`src/rtl/mvfr_pkg.sv`:
```
package mvfr_pkg;

  // fade level scale, reset values
  localparam int unsigned FullLevel = 1024;
  localparam logic [14:0] BASE_RESET = 15'h3000;
  localparam logic [14:0] MAX_VOLUME = 15'h7fff;
  localparam logic signed [11:0] LEVEL_RESET = 12'sh400;
  localparam logic [10:0] LEVEL_FULL = 11'h400;

  // shared unit sizing: 11 bit multiplier / dividend, 27 bit accumulator
  localparam int unsigned ITER = 11;
  localparam int unsigned CNT_W = $clog2(ITER);
  localparam int unsigned ACC_W = 27;

  // input opcodes
  typedef enum logic [2:0] {
    OPC_TICK     = 3'd0,
    OPC_FADE_OUT = 3'd1,
    OPC_FADE_IN  = 3'd2,
    OPC_PAUSE    = 3'd3,
    OPC_UNPAUSE  = 3'd4
  } opcode_t;

  // shared unit operation
  typedef enum logic {
    UOP_MUL = 1'b0,
    UOP_DIV = 1'b1
  } uop_t;

  typedef struct packed {
    logic start;
    uop_t op;
  } unit_ctl_t;

  typedef struct packed {
    logic busy;
    logic done;
  } unit_sts_t;

endpackage

```
`src/rtl/mvfr_if.sv`:
```
interface mvfr_in_if;
  logic        valid;
  logic        ready;
  logic [2:0]  opcode;
  logic [10:0] duration;
  logic signed [11:0] target_level;

  modport source (output valid, opcode, duration, target_level, input ready);
  modport sink (input valid, opcode, duration, target_level, output ready);
endinterface

interface mvfr_out_if;
  logic        valid;
  logic        ready;
  logic [14:0] volume;
  logic        volume_write;
  logic        accepted;
  logic        fade_done;
  logic        fading;

  modport source (output valid, volume, volume_write, accepted, fade_done, fading,
                  input ready);
  modport sink (input valid, volume, volume_write, accepted, fade_done, fading,
                output ready);
endinterface

```
`src/rtl/mvfr_muldiv.sv`:
```
module mvfr_muldiv (
  input  logic                             clk,
  input  logic                             rst_n,
  input  mvfr_pkg::unit_ctl_t              ctl_i,
  input  logic [14:0]                      opnd_a_i,
  input  logic [10:0]                      opnd_b_i,
  output mvfr_pkg::unit_sts_t              sts_o,
  output logic [mvfr_pkg::ACC_W-1:0]       prod_o,
  output logic [10:0]                      quot_o
);

  logic                          busy_r;
  logic                          done_r;
  logic [mvfr_pkg::CNT_W-1:0]    cnt_r;
  mvfr_pkg::uop_t                op_r;
  logic [mvfr_pkg::ACC_W-1:0]    acc_r;
  logic [10:0]                   q_r;
  logic [14:0]                   opnd_r;

  logic [mvfr_pkg::ACC_W-1:0]    shifted;
  logic [mvfr_pkg::ACC_W-1:0]    addend;
  logic [mvfr_pkg::ACC_W-1:0]    sum;
  logic [mvfr_pkg::ACC_W-1:0]    acc_nxt;
  logic [10:0]                   q_nxt;
  logic                          is_div;

  // one shared adder: shift-add multiply or restoring divide, msb first
  always_comb begin
    is_div  = (op_r == mvfr_pkg::UOP_DIV);
    shifted = {acc_r[mvfr_pkg::ACC_W-2:0], is_div & q_r[10]};
    if (is_div) begin
      addend = ~{{(mvfr_pkg::ACC_W-15){1'b0}}, opnd_r};
    end else if (q_r[10]) begin
      addend = {{(mvfr_pkg::ACC_W-15){1'b0}}, opnd_r};
    end else begin
      addend = '0;
    end
    sum = shifted + addend + {{(mvfr_pkg::ACC_W-1){1'b0}}, is_div};
    if (is_div && sum[mvfr_pkg::ACC_W-1]) begin
      acc_nxt = shifted;
    end else begin
      acc_nxt = sum;
    end
    q_nxt = {q_r[9:0], is_div & ~sum[mvfr_pkg::ACC_W-1]};
  end

  always_ff @(posedge clk) begin
    if (!rst_n) begin
      busy_r <= 1'b0;
      done_r <= 1'b0;
      cnt_r  <= '0;
    end else begin
      done_r <= 1'b0;
      if (ctl_i.start) begin
        busy_r <= 1'b1;
        cnt_r  <= '0;
        op_r   <= ctl_i.op;
        opnd_r <= opnd_a_i;
        q_r    <= opnd_b_i;
        acc_r  <= '0;
      end else if (busy_r) begin
        acc_r <= acc_nxt;
        q_r   <= q_nxt;
        cnt_r <= cnt_r + mvfr_pkg::CNT_W'(1);
        if (cnt_r == mvfr_pkg::CNT_W'(mvfr_pkg::ITER - 1)) begin
          busy_r <= 1'b0;
          done_r <= 1'b1;
        end
      end
    end
  end

  assign sts_o.busy = busy_r;
  assign sts_o.done = done_r;
  assign prod_o     = acc_r;
  assign quot_o     = q_r;

endmodule

```
`src/rtl/master_volume_fade_ramp.sv`:
```
// a tick that writes a volume or a start that is taken shows its result only after the input
//   transfer has passed through the shared multiply/divide unit (11 steps plus load and unload);
//   any other item goes from the transfer straight to the finish state and the output register
// items are taken one at a time: input ready stays low until the result is in the output register,
//   and arithmetic waits on the single shared shift-add unit; a stalled output holds the result back
// reset: synchronous active-low rst_n; level 1024, fade-in target 1024, base volume 0x3000
module master_volume_fade_ramp (
  input  logic              clk,
  input  logic              rst_n,
  mvfr_in_if.sink           in_ch,
  mvfr_out_if.source        out_ch,
  input  logic              cfg_we,
  input  logic [14:0]       cfg_wdata
);

  typedef enum logic [1:0] {
    S_IDLE,
    S_BUSY,
    S_FIN
  } state_t;

  localparam logic [10:0] LEVEL_FULL_W = mvfr_pkg::LEVEL_FULL;

  state_t state_r;

  // fade state
  logic signed [11:0] fade_level_r, fade_level_nxt;
  logic [10:0]        out_step_r, out_target_r, out_target_nxt;
  logic [10:0]        in_step_r, in_target_r, in_target_nxt;
  logic               fading_down_r, fading_down_nxt;
  logic               fading_up_r, fading_up_nxt;
  logic               paused_r, paused_nxt;
  logic [14:0]        base_volume_r;

  // result being built
  logic        pend_wr_r, pend_wr_nxt;
  logic        pend_acc_r, pend_acc_nxt;
  logic        pend_done_r, pend_done_nxt;
  logic        pend_down_r, pend_down_nxt;
  mvfr_pkg::uop_t pend_op_r;
  logic [14:0] pend_vol_r;

  // output register
  logic        out_valid_r;
  logic [14:0] out_volume_r;
  logic        out_wr_r, out_acc_r, out_done_r, out_fading_r;

  // shared unit hookup
  mvfr_pkg::unit_ctl_t           unit_ctl;
  mvfr_pkg::unit_sts_t           unit_sts;
  logic [10:0]                   unit_b;
  logic [mvfr_pkg::ACC_W-1:0]    unit_prod;
  logic [10:0]                   unit_quot;

  logic               in_xfer;
  logic               out_free;
  logic [10:0]        dur_c, tgt_c;
  logic signed [11:0] mul_level;
  logic               down_req, same_dir, other_dir;
  logic [14:0]        vol_sat;

  assign in_ch.ready = (state_r == S_IDLE);
  assign in_xfer     = in_ch.valid && in_ch.ready;
  assign out_free    = !out_valid_r || out_ch.ready;

  // duration clamped to 1..1024, target to 0..1024
  always_comb begin
    if (in_ch.duration == '0) begin
      dur_c = 11'd1;
    end else if (in_ch.duration > LEVEL_FULL_W) begin
      dur_c = mvfr_pkg::LEVEL_FULL;
    end else begin
      dur_c = in_ch.duration;
    end
    if (in_ch.target_level[11]) begin
      tgt_c = '0;
    end else if (in_ch.target_level > $signed({1'b0, mvfr_pkg::LEVEL_FULL})) begin
      tgt_c = mvfr_pkg::LEVEL_FULL;
    end else begin
      tgt_c = in_ch.target_level[10:0];
    end
  end

  // item decode: all state moves at the transfer, the unit fills in volume or step
  always_comb begin
    fade_level_nxt  = fade_level_r;
    out_target_nxt  = out_target_r;
    in_target_nxt   = in_target_r;
    fading_down_nxt = fading_down_r;
    fading_up_nxt   = fading_up_r;
    paused_nxt      = paused_r;
    pend_wr_nxt     = 1'b0;
    pend_acc_nxt    = 1'b0;
    pend_done_nxt   = 1'b0;
    pend_down_nxt   = 1'b0;
    mul_level       = '0;
    unit_ctl.start  = 1'b0;
    unit_ctl.op     = mvfr_pkg::UOP_MUL;
    down_req        = (in_ch.opcode == mvfr_pkg::OPC_FADE_OUT);
    same_dir        = down_req ? fading_down_r : fading_up_r;
    other_dir       = down_req ? fading_up_r : fading_down_r;

    unique case (in_ch.opcode)
      mvfr_pkg::OPC_TICK: begin
        if (!paused_r && fading_down_r) begin
          pend_wr_nxt    = 1'b1;
          unit_ctl.start = in_xfer;
          if (fade_level_r > $signed({1'b0, out_target_r})) begin
            mul_level      = fade_level_r;
            fade_level_nxt = fade_level_r - $signed({1'b0, out_step_r});
          end else begin
            // target reached or passed: snap and finish
            mul_level       = $signed({1'b0, out_target_r});
            fade_level_nxt  = $signed({1'b0, out_target_r});
            fading_down_nxt = 1'b0;
            fading_up_nxt   = 1'b0;
            pend_done_nxt   = 1'b1;
          end
        end else if (!paused_r && fading_up_r) begin
          pend_wr_nxt    = 1'b1;
          unit_ctl.start = in_xfer;
          if (fade_level_r < $signed({1'b0, in_target_r})) begin
            mul_level      = fade_level_r;
            fade_level_nxt = fade_level_r + $signed({1'b0, in_step_r});
          end else begin
            mul_level       = $signed({1'b0, in_target_r});
            fade_level_nxt  = $signed({1'b0, in_target_r});
            fading_down_nxt = 1'b0;
            fading_up_nxt   = 1'b0;
            pend_done_nxt   = 1'b1;
          end
        end
      end
      mvfr_pkg::OPC_FADE_OUT, mvfr_pkg::OPC_FADE_IN: begin
        // a start in the running direction is refused outright
        if (!same_dir) begin
          if (other_dir) begin
            pend_done_nxt = 1'b1;
          end
          pend_acc_nxt   = 1'b1;
          pend_down_nxt  = down_req;
          unit_ctl.start = in_xfer;
          unit_ctl.op    = mvfr_pkg::UOP_DIV;
          if (down_req) begin
            out_target_nxt  = tgt_c;
            fading_down_nxt = 1'b1;
            fading_up_nxt   = 1'b0;
          end else begin
            in_target_nxt   = tgt_c;
            fading_up_nxt   = 1'b1;
            fading_down_nxt = 1'b0;
          end
        end
      end
      mvfr_pkg::OPC_PAUSE:   paused_nxt = 1'b1;
      mvfr_pkg::OPC_UNPAUSE: paused_nxt = 1'b0;
      default: ;
    endcase

    // multiplier operand is the level when positive, divisor path takes the dividend
    if (unit_ctl.op == mvfr_pkg::UOP_DIV) begin
      unit_b = mvfr_pkg::LEVEL_FULL;
    end else if (mul_level > 12'sd0) begin
      unit_b = mul_level[10:0];
    end else begin
      unit_b = '0;
    end
  end

  mvfr_muldiv u_muldiv (
    .clk      (clk),
    .rst_n    (rst_n),
    .ctl_i    (unit_ctl),
    .opnd_a_i (unit_ctl.op == mvfr_pkg::UOP_DIV ? {4'b0, dur_c} : base_volume_r),
    .opnd_b_i (unit_b),
    .sts_o    (unit_sts),
    .prod_o   (unit_prod),
    .quot_o   (unit_quot)
  );

  // product / 1024, saturated to 15 bits
  assign vol_sat = (unit_prod[26:25] != 2'b00) ? mvfr_pkg::MAX_VOLUME : unit_prod[24:10];

  always_ff @(posedge clk) begin
    if (!rst_n) begin
      state_r       <= S_IDLE;
      fade_level_r  <= mvfr_pkg::LEVEL_RESET;
      out_step_r    <= '0;
      out_target_r  <= '0;
      in_step_r     <= '0;
      in_target_r   <= mvfr_pkg::LEVEL_FULL;
      fading_down_r <= 1'b0;
      fading_up_r   <= 1'b0;
      paused_r      <= 1'b0;
      base_volume_r <= mvfr_pkg::BASE_RESET;
      out_valid_r   <= 1'b0;
    end else begin
      if (cfg_we) begin
        base_volume_r <= cfg_wdata;
      end
      // in the finish state the register is reloaded instead
      if (out_valid_r && out_ch.ready && state_r != S_FIN) begin
        out_valid_r <= 1'b0;
      end

      unique case (state_r)
        S_IDLE: begin
          if (in_xfer) begin
            fade_level_r  <= fade_level_nxt;
            out_target_r  <= out_target_nxt;
            in_target_r   <= in_target_nxt;
            fading_down_r <= fading_down_nxt;
            fading_up_r   <= fading_up_nxt;
            paused_r      <= paused_nxt;
            pend_wr_r     <= pend_wr_nxt;
            pend_acc_r    <= pend_acc_nxt;
            pend_done_r   <= pend_done_nxt;
            pend_down_r   <= pend_down_nxt;
            pend_op_r     <= unit_ctl.op;
            pend_vol_r    <= '0;
            state_r       <= unit_ctl.start ? S_BUSY : S_FIN;
          end
        end
        S_BUSY: begin
          if (unit_sts.done) begin
            if (pend_op_r == mvfr_pkg::UOP_MUL) begin
              pend_vol_r <= vol_sat;
            end else if (pend_down_r) begin
              out_step_r <= unit_quot;
            end else begin
              in_step_r <= unit_quot;
            end
            state_r <= S_FIN;
          end
        end
        S_FIN: begin
          // wait for the output register to free up
          if (out_free) begin
            out_valid_r  <= 1'b1;
            out_volume_r <= pend_vol_r;
            out_wr_r     <= pend_wr_r;
            out_acc_r    <= pend_acc_r;
            out_done_r   <= pend_done_r;
            out_fading_r <= fading_down_r || fading_up_r;
            state_r      <= S_IDLE;
          end
        end
        default: state_r <= S_IDLE;
      endcase
    end
  end

  assign out_ch.valid        = out_valid_r;
  assign out_ch.volume       = out_volume_r;
  assign out_ch.volume_write = out_wr_r;
  assign out_ch.accepted     = out_acc_r;
  assign out_ch.fade_done    = out_done_r;
  assign out_ch.fading       = out_fading_r;

  // the shared unit only runs while the sequencer waits on it
  a_unit_only_busy: assert property (@(posedge clk) disable iff (!rst_n)
    unit_sts.busy |-> state_r == S_BUSY)
    else $error("arithmetic unit running outside busy state");

  // the two fade directions never run together
  a_one_direction: assert property (@(posedge clk) disable iff (!rst_n)
    !(fading_down_r && fading_up_r))
    else $error("fade-in and fade-out both active");

  // done comes only with a volume write or a taken start
  a_done_cause: assert property (@(posedge clk) disable iff (!rst_n)
    (out_ch.valid && out_ch.fade_done) |-> (out_ch.volume_write || out_ch.accepted))
    else $error("fade done without a cause");

  // nothing written means zero volume
  a_quiet_volume: assert property (@(posedge clk) disable iff (!rst_n)
    (out_ch.valid && !out_ch.volume_write) |-> out_ch.volume == '0)
    else $error("volume without a write");

endmodule
```
`src/flat_wrapper.sv`:
```
// flat-port wrapper written by rule: the top's interface ports become plain ports
module master_volume_fade_ramp_flat 
  (clk, rst_n, cfg_we, cfg_wdata, in_ch_valid, in_ch_opcode, in_ch_duration, in_ch_target_level, in_ch_ready, out_ch_valid, out_ch_volume, out_ch_volume_write, out_ch_accepted, out_ch_fade_done, out_ch_fading, out_ch_ready);
  mvfr_in_if in_ch_i ();
  mvfr_out_if out_ch_i ();
  input  logic clk;
  input  logic rst_n;
  input  logic cfg_we;
  input  logic [14:0] cfg_wdata;
  input wire logic [$bits(in_ch_i.valid)-1:0] in_ch_valid;
  input wire logic [$bits(in_ch_i.opcode)-1:0] in_ch_opcode;
  input wire logic [$bits(in_ch_i.duration)-1:0] in_ch_duration;
  input wire logic [$bits(in_ch_i.target_level)-1:0] in_ch_target_level;
  output wire logic [$bits(in_ch_i.ready)-1:0] in_ch_ready;
  output wire logic [$bits(out_ch_i.valid)-1:0] out_ch_valid;
  output wire logic [$bits(out_ch_i.volume)-1:0] out_ch_volume;
  output wire logic [$bits(out_ch_i.volume_write)-1:0] out_ch_volume_write;
  output wire logic [$bits(out_ch_i.accepted)-1:0] out_ch_accepted;
  output wire logic [$bits(out_ch_i.fade_done)-1:0] out_ch_fade_done;
  output wire logic [$bits(out_ch_i.fading)-1:0] out_ch_fading;
  input wire logic [$bits(out_ch_i.ready)-1:0] out_ch_ready;
  assign in_ch_i.valid = in_ch_valid;
  assign in_ch_i.opcode = in_ch_opcode;
  assign in_ch_i.duration = in_ch_duration;
  assign in_ch_i.target_level = in_ch_target_level;
  assign in_ch_ready = in_ch_i.ready;
  assign out_ch_valid = out_ch_i.valid;
  assign out_ch_volume = out_ch_i.volume;
  assign out_ch_volume_write = out_ch_i.volume_write;
  assign out_ch_accepted = out_ch_i.accepted;
  assign out_ch_fade_done = out_ch_i.fade_done;
  assign out_ch_fading = out_ch_i.fading;
  assign out_ch_i.ready = out_ch_ready;
  master_volume_fade_ramp u_core (.clk(clk), .rst_n(rst_n), .in_ch(in_ch_i), .out_ch(out_ch_i), .cfg_we(cfg_we), .cfg_wdata(cfg_wdata));
endmodule
```
`config.mk`:
```
export PLATFORM = sky130hd
export DESIGN_NAME = master_volume_fade_ramp_flat
export DESIGN_NICKNAME = d
export VERILOG_FILES = /design/src/rtl/mvfr_pkg.sv /design/src/rtl/mvfr_if.sv /design/src/rtl/mvfr_muldiv.sv /design/src/rtl/master_volume_fade_ramp.sv /design/src/flat_wrapper.sv
export SDC_FILE = /design/constraint.sdc
export NUM_CORES = 1
export LEC_CHECK = 0
export BUFFER_PORTS_ARGS = -buffer_cell sky130_fd_sc_hd__clkbuf_2
export CAP_MARGIN = 15
export CELL_PAD_IN_SITES_DETAIL_PLACEMENT = 1
export CELL_PAD_IN_SITES_GLOBAL_PLACEMENT = 1
export CORE_MARGIN = 1.5
export CORE_UTILIZATION = 48
export CTS_CLUSTER_SIZE = 8
export DETAILED_ROUTE_END_ITERATION = 6
export GPL_ROUTABILITY_DRIVEN = 0
export PLACE_DENSITY = 0.86
export SYNTH_ARGS = -nofsm -noshare
export SYNTH_HDL_FRONTEND = slang
export SYNTH_SLANG_ARGS = --single-unit
export TNS_END_PERCENT = 5
```
`constraint.sdc`:
```
create_clock -name clk -period 5.05 [get_ports clk]
set_input_delay 0.7575 -clock clk [delete_from_list [all_inputs] [get_ports clk]]
set_output_delay 0.7575 -clock clk [all_outputs]
set_load 0.05 [all_outputs]
```
## Yosys cells after proc, flatten, opt, wreduce, memory -nomap -nowiden

Cells that the tools add are included.

| operators by class | value |
|---|---|
| add/sub/neg operators | 5 |
| multipliers | 0 |
| div/mod/pow operators | 0 |
| $lt $le $gt $ge | 5 |
| equal/unequal tests | 16 |
| shift-type cells | 0 |
| multiplexer cells | 67 |
| bitwise operators | 10 |
| reductions and logical operators | 36 |

Operator list:

| kind | number |
|---|---|
| 12-bit two-way mux | 9 |
| 11-bit two-way mux | 9 |
| 27-bit two-way mux | 3 |
| 15-bit two-way mux | 5 |
| 15-bit one-hot mux with 2 select lines | 1 |
| 1-bit two-way mux | 29 |
| 27-bit by 1-bit adder with 27-bit output | 1 |
| 27-bit adder | 1 |
| 15-bit inverter with 27-bit output | 1 |
| 5-bit AND reduction | 3 |
| 12-bit adder | 1 |
| 12-bit by 1-bit greater-than comparator with 1-bit output, second input constant | 1 |
| 12-bit greater-than comparator | 1 |
| 12-bit greater-than comparator, second input constant | 1 |
| 12-bit less-than comparator | 1 |
| 3-bit AND reduction | 4 |
| 4-bit AND reduction | 3 |
| 2-bit nonzero test | 6 |
| 12-bit subtractor | 1 |
| 11-bit greater-than comparator, second input constant | 1 |
| 11-bit logical NOT | 1 |
| 2-bit two-way mux | 5 |
| 2-bit inequality test, second input constant | 5 |
| 1-bit one-hot mux with 2 select lines | 5 |
| other kinds (23) | 41 |

| storage, ports and cells | value |
|---|---|
| register bits | 176 |
| bits in latches | 0 |
| RAM bits | 0 |
| memory bits (read-only) | 0 |
| bits of input ports | 46 |
| output and inout bits | 21 |
| word-level logic and storage cells | 169 |
| memories kept | 0 |

## Logic depth before layout (Yosys ltp)

| logic depth | value |
|---|---|
| depth after elaboration | 9 |
| mapped depth | 17 |
| gate-level depth less buffers | 16 |

## Hierarchy

A second synthesis with hierarchy kept.

| unflattened totals | value |
|---|---|
| cell total of the unflattened synthesis | 1,137 |
| area, all modules | 10,769.1 µm² |

Modules (own cells, without submodules):

| module | instances | cells an instance | area an instance (µm²) | sequential area each (µm²) |
|---|---|---|---|---|
| master_volume_fade_ramp | 1 | 722 | 6,563.8 | 2,712.6 |
| mvfr_muldiv | 1 | 415 | 4,205.3 | 1,741.7 |

## Worst setup path before layout

Ideal clock, no wire load.

| path | value |
|---|---|
| path type | register to register |
| from | register u_core.state_r[1] |
| to | register u_core.u_muldiv.acc_r, in the netlist u_core.u_muldiv.prod_o[0], enable pin |
| library setup time | 0.435 ns |
| arrival | 3.859 ns |
| required time | 4.615 ns |
| setup slack | 0.756 ns |
| stages on the path, launching flop included | 8 |
| path buffers | 1 |
| cells stage by stage | dfxtp_1 clkbuf_1 nor2_1 nand2_1 or2_2 a221oi_4 nor2_1 nor2_1 |

| on the way | value |
|---|---|
| cells in the longest elaborated chain, start to end | 7 |
| elaborated cells on any way between the ends | 8 |
| those cells by class | mux (4); reduce/logical (4) |

Ends and longest elaborated chain:

| element | line | source |
|---|---|---|
| from (decl) | master_volume_fade_ramp.sv:24 | `state_t state_r;` |
| from (signal assigned) | master_volume_fade_ramp.sv:221 | `state_r <= unit_ctl.start ? S_BUSY : S_FIN;` |
| 2-bit logical NOT * | master_volume_fade_ramp.sv:62 | `assign in_ch.ready = (state_r == S_IDLE);` |
| named net in_ch_ready | flat_wrapper.sv:14 | `output wire logic [$bits(in_ch_i.ready)-1:0] in_ch_ready;` |
| 1-bit logical AND * | master_volume_fade_ramp.sv:63 | `assign in_xfer = in_ch.valid && in_ch.ready;` |
| 1-bit two-way mux | master_volume_fade_ramp.sv:119 | `end else if (!paused_r && fading_up_r) begin` |
| 1-bit two-way mux | master_volume_fade_ramp.sv:105 | `if (!paused_r && fading_down_r) begin` |
| 1-bit one-hot mux with 2 select lines * | master_volume_fade_ramp.sv:103 | `unique case (in_ch.opcode)` |
| 2-bit nonzero test (no source line) * | n/a |  |
| 2-bit AND reduction (no source line) * | n/a |  |
| to (signal assigned) | mvfr_muldiv.sv:62 | `acc_r <= acc_nxt;` |
| to (decl) | mvfr_muldiv.sv:16 | `logic [mvfr_pkg::ACC_W-1:0] acc_r;` |

The timed path passes the listed nets; every way through them passes the cells marked *.
A chain may end at the register's enable or synchronous reset.

## Worst setup path after layout

| path | value |
|---|---|
| from | register u_core.u_muldiv.q_r[10], in the netlist u_core.u_muldiv.quot_o[10] |
| to | register u_core.u_muldiv.acc_r, in the netlist u_core.u_muldiv.prod_o[17], data pin |

| on the way | value |
|---|---|
| cells in the longest elaborated chain, start to end | 7 |
| elaborated cells on any way between the ends | 8 |
| those cells by class | add/sub (2); mux (4); bitwise (1); reduce/logical (1) |

Ends and longest elaborated chain:

| element | line | source |
|---|---|---|
| from (decl) | mvfr_muldiv.sv:17 | `logic [10:0] q_r;` |
| from (signal assigned) | mvfr_muldiv.sv:59 | `q_r <= opnd_b_i;` |
| from (signal assigned) | mvfr_muldiv.sv:63 | `q_r <= q_nxt;` |
| 15-bit two-way mux | mvfr_muldiv.sv:33 | `end else if (q_r[10]) begin` |
| 27-bit two-way mux | mvfr_muldiv.sv:31 | `if (is_div) begin` |
| 27-bit adder * | mvfr_muldiv.sv:38 | `sum = shifted + addend + {{(mvfr_pkg::ACC_W-1){1'b0}}, is_div};` |
| 27-bit by 1-bit adder with 27-bit output * | mvfr_muldiv.sv:38 |  |
| 1-bit logical AND | mvfr_muldiv.sv:39 | `if (is_div && sum[mvfr_pkg::ACC_W-1]) begin` |
| 27-bit two-way mux * | mvfr_muldiv.sv:39 |  |
| 27-bit two-way mux * | mvfr_muldiv.sv:61 | `end else if (busy_r) begin` |

Mark *: on every way between the ends. The rest lies on a longest branch, timed or not. The select of a mux whose other input is x is not followed.

==> run_summary.xml <==
<?xml version="1.0" encoding="UTF-8"?>
<metrics>
  <group name="pwr">
    <metric name="p_switching" unit="uW">900.0</metric>
    <metric name="combinationalPowerShare" unit="">0.087</metric>
    <metric name="leakagePower" unit="nW">4.599</metric>
    <metric name="p_total" unit="mW">3.217</metric>
    <metric name="vdd_drop_max" unit="mV">0.1807</metric>
    <metric name="p_clk_frac" unit="">0.428</metric>
    <metric name="part_of_the_total_power_dissipated_in_sequential_elements" unit="">0.485</metric>
    <metric name="power_switching_share" unit="">0.2798</metric>
    <metric name="cellPowerDensity" unit="nW/um2">272.3</metric>
    <metric name="int_pwr" unit="mW">2.317</metric>
  </group>
  <group name="setup_path">
    <metric name="worstSetupStartpointType" unit="">flip-flop</metric>
    <metric name="setup.worst_path.end_class" unit="">flip-flop</metric>
    <metric name="timing.critical_path.required" unit="ns">5.23</metric>
    <metric name="critPathMaxFanout" unit="">52</metric>
    <metric name="worst_path_max_delay_cell" unit="">sky130_fd_sc_hd__buf_4</metric>
    <metric name="arrival" unit="ns">4.45</metric>
    <metric name="crit_path_cells" unit="">nor2b_1, buf_4, mux2_2, fa_1, inv_1, fa_1, and2b_1, o31a_1, o31a_1, a211oi_2, o31ai_4, mux2i_4, buf_4, nand3b_1, a21oi_1</metric>
    <metric name="slowest_delay" unit="ns">0.48</metric>
    <metric name="critPathKind" unit="">reg2reg</metric>
  </group>
  <group name="job">
    <metric name="cap_viol_max_count" unit="">0</metric>
  </group>
  <group name="global_routing">
    <metric name="gr-total-overflow" unit="">0</metric>
    <metric name="grt_pass1_vias" unit="">9196</metric>
    <metric name="groute.usage.overall" unit="">0.2753</metric>
    <metric name="grt_max_degree" unit="">72</metric>
    <metric name="grt_antenna_before_repair" unit="">0</metric>
    <metric name="grt_pass1_wl" unit="mm">48.55</metric>
  </group>
  <group name="drt">
    <metric name="postRouteAntennaNets" unit="">0</metric>
    <metric name="first_pass_iters" unit="">5</metric>
    <metric name="post_drt_via_cell_ratio" unit="">6.121</metric>
    <metric name="wl" unit="mm">30.62</metric>
    <metric name="drcViolationCount" unit="">0</metric>
    <metric name="vias" unit="">8918</metric>
    <metric name="drt_first_iter_violations" unit="">510</metric>
    <metric name="wl_per_cell" unit="um">21.01</metric>
  </group>
  <group name="synthesis">
    <metric name="seq_area_frac_synth" unit="">0.4209</metric>
    <metric name="synth_top_cells_by_count" unit="">sky130_fd_sc_hd__nand2_1 (111), sky130_fd_sc_hd__edfxtp_1 (93), sky130_fd_sc_hd__nor2_1 (93)</metric>
    <metric name="synthCells" unit="">1118</metric>
    <metric name="number_of_enable_flip_flop_cells_after_synthesis" unit="">93</metric>
    <metric name="synthDominantCellAreaShare" unit="">0.2639</metric>
    <metric name="syn_nets" unit="">1239</metric>
    <metric name="netlist_top_cells_area" unit="">sky130_fd_sc_hd__edfxtp_1 (26%), sky130_fd_sc_hd__dfxtp_1 (16%), sky130_fd_sc_hd__ha_1 (8.4%), sky130_fd_sc_hd__mux2i_1 (4.7%), sky130_fd_sc_hd__a21oi_1 (4.1%)</metric>
    <metric name="synth.avg_cell_area" unit="um2">9.466</metric>
    <metric name="yosys.cell_types.count" unit="">77</metric>
    <metric name="yosys.area.top_type" unit="">sky130_fd_sc_hd__edfxtp_1</metric>
    <metric name="synthArstFlopShare" unit="">0</metric>
    <metric name="synth_warnings" unit="">0</metric>
    <metric name="synth.most_common_cell" unit="">sky130_fd_sc_hd__nand2_1</metric>
    <metric name="ys.flop_type" unit="">sky130_fd_sc_hd__edfxtp_1</metric>
    <metric name="mappedNetlistArea" unit="um2">10580</metric>
    <metric name="yosys_register_bits" unit="">176</metric>
  </group>
  <group name="die">
    <metric name="pin_count" unit="">67</metric>
    <metric name="width_of_the_die" unit="um">151.5</metric>
    <metric name="core-area" unit="um2">21760</metric>
    <metric name="floorplan.initialDensity" unit="">0.4864</metric>
    <metric name="dieHeight" unit="um">151.5</metric>
    <metric name="fp.dieArea" unit="um2">22950</metric>
    <metric name="std_cell_rows" unit="">54</metric>
  </group>
  <group name="sta">
    <metric name="finalHoldViolations" unit="">0</metric>
    <metric name="clock_skew" unit="ns">0.01333</metric>
    <metric name="slew_headroom" unit="">0.3097</metric>
    <metric name="setup_viol" unit="">0</metric>
    <metric name="max_slew.worst_pin.slew" unit="ns">1.032</metric>
    <metric name="maxSlewViolCount" unit="">0</metric>
    <metric name="max_clock_freq" unit="MHz">234.4</metric>
    <metric name="fin_setup_tns" unit="ns">0</metric>
    <metric name="final_critical_path_time_including_i_o_delays_and_setup" unit="ns">4.267</metric>
    <metric name="rsz0062_at_grt" unit="">no</metric>
    <metric name="finalCritPeriodShare" unit="">0.8449</metric>
  </group>
  <group name="clock_tree">
    <metric name="cts.clk_slew.worst_paths" unit="ns">0.08</metric>
    <metric name="tritoncts" unit="">built</metric>
    <metric name="post_cts_hold_buffer_count" unit="">0</metric>
    <metric name="cts_sinks" unit="">176</metric>
    <metric name="post_cts.repair.setup_buffers" unit="">0</metric>
    <metric name="cts-root-to-sink-buffers" unit="">2</metric>
    <metric name="cts_buffers" unit="">17</metric>
    <metric name="ctsResizeCount" unit="">0</metric>
    <metric name="htree_levels" unit="">4</metric>
    <metric name="ctsRootBufferMaster" unit="">sky130_fd_sc_hd__clkbuf_16</metric>
    <metric name="clkLatencyLatePin" unit="ns">0.45</metric>
  </group>
  <group name="placed_design">
    <metric name="dp_hpwl" unit="mm">22.04</metric>
    <metric name="placement.io_buffers" unit="">66</metric>
  </group>
  <group name="layout">
    <metric name="fill_cell_count" unit="">2506</metric>
    <metric name="area_occupied_by_multi_input_gates" unit="um2">5697</metric>
    <metric name="area_growth_syn_to_layout" unit="%">11.62</metric>
    <metric name="nNetsFinal" unit="">1285</metric>
    <metric name="final_layout_size_suffix_gt1_frac" unit="">0.1317</metric>
    <metric name="antenna_cells" unit="">0</metric>
    <metric name="sequential_cell_area" unit="um2">4454</metric>
  </group>
  <group name="hold_path">
    <metric name="hold_class" unit="">reg2reg</metric>
  </group>
  <group name="status">
    <metric name="outcome" unit="">completed</metric>
  </group>
</metrics>
-- layout by cell type, fill, tap and decap left out, drive strengths merged, types with 14 or more instances in the layout --
master	synthesis	layout
nand2	112	112
nor2	94	94
edfxtp	93	93
a21oi	87	87
clkbuf	40	84
dfxtp	83	83
ha	71	71
inv	62	67
o21ai	52	52
mux2i	51	51
nand3	44	44
o21a	26	26
o31ai	23	23
a21o	19	19
and2	18	18
xor2	18	18
nand2b	15	15
mux2	15	15
xnor2	15	15
nor3	15	15
buf	14	14
-- final cells by class --
cell class              instances  area share
multi-input cells             826      0.4823
flip-flops and latches        176      0.3771
repair buffers                 81     0.03781
clock buffers                  17     0.03601
well taps                     280     0.02966
inverters                      62     0.01970
clock inverters                15     0.01748
-- kinds of logic (layout without fill, tap and decap cells) --
logic type | after synthesis | in the layout | share of synthesized area
compound gates | 309 | 309 | 0.2012
simple gates | 342 | 342 | 0.1492
buf+inv | 116 | 175 | 0.04351
flops | 176 | 176 | 0.4209
fa+ha+maj | 76 | 76 | 0.09246
mux | 66 | 66 | 0.06538
xor+xnor | 33 | 33 | 0.02731
-- worst paths after layout --
| path | from | slack (ns) | endpoint | cells after the start |
|---|---|---|---|---|
| setup / recovery | u_core.u_muldiv.quot_o[10] | 0.78 | u_core.u_muldiv.prod_o[17] | 15 |
| hold / removal | u_core.pend_vol_r[4] | 0.43 | u_core.out_ch.volume[4] | 0 |
| hold reg to reg | u_core.pend_vol_r[4] | 0.43 | u_core.out_ch.volume[4] | 0 |
| setup reg to reg | u_core.u_muldiv.quot_o[10] | 0.78 | u_core.u_muldiv.prod_o[17] | 15 |
-- state kept, by name, indices dropped and copies added, names as in the netlist, 2 cells and up --
register / count
u_core.u_muldiv.prod_o: 27
u_core.base_volume_r: 15
u_core.out_ch.volume: 15
u_core.pend_vol_r: 15
u_core.u_muldiv.opnd_r: 15
u_core.fade_level_r: 12
u_core.in_step_r: 11
u_core.in_target_r: 11
u_core.out_step_r: 11
u_core.out_target_r: 11
u_core.u_muldiv.quot_o: 11
u_core.u_muldiv.cnt_r: 4
u_core.state_r: 2
-- through the flow --
stage / area (um2) / cells / hold slack (ns) / util / setup WS (ns)
finish: 11810 / 1457 / 0.4250 / 0.5430 / 0.7831
global route: 11810 / 1457 / 0.4371 / 0.5430 / 0.5774
CTS: 11790 / 1455 / 0.4272 / 0.5420 / 0.7988
detailed placement: 11160 / 1423 / 0.4075 / 0.5129 / 0.8392
global placement: 11150 / 1422 / 0.4011 / 0.5127 / 0.9989
floorplan: 10580 / 1118 / 0.4003 / - / 0.7563
-- per-layer routing --
metal  wire (um)  vias to the layer above  GRT usage  part of all wire
met5           0                        -          0                 0
met4        1198                        0     0.1320             0.039
met3        1226                       88    0.04671             0.040
met2       15680                      239     0.4866              0.51
met1       12510                     4411     0.3231              0.41
li1            -                     4180          -                 -
-- critical path: cells and delay by family, from the launching register on --
kind	cells	cell delay, ns
AOI/OAI and AO/OA	5	1.16
adders and majority gates	2	0.58
buffers and inverters	3	0.74
DFF	1	0.46
muxes	2	0.47
and+or+nand+nor	3	0.58
-- power groups by stage --
stage | clock, mW | combinational, mW | sequential [mW]
after floorplan | 0 | 0.177 | 1.60
after global placement | 0 | 0.262 | 1.59
after detailed placement | 0 | 0.273 | 1.59
after CTS | 1.39 | 0.277 | 1.56
after global routing | 1.44 | 0.305 | 1.56
final | 1.38 | 0.280 | 1.56
Power figures use the tool's default switching activity.
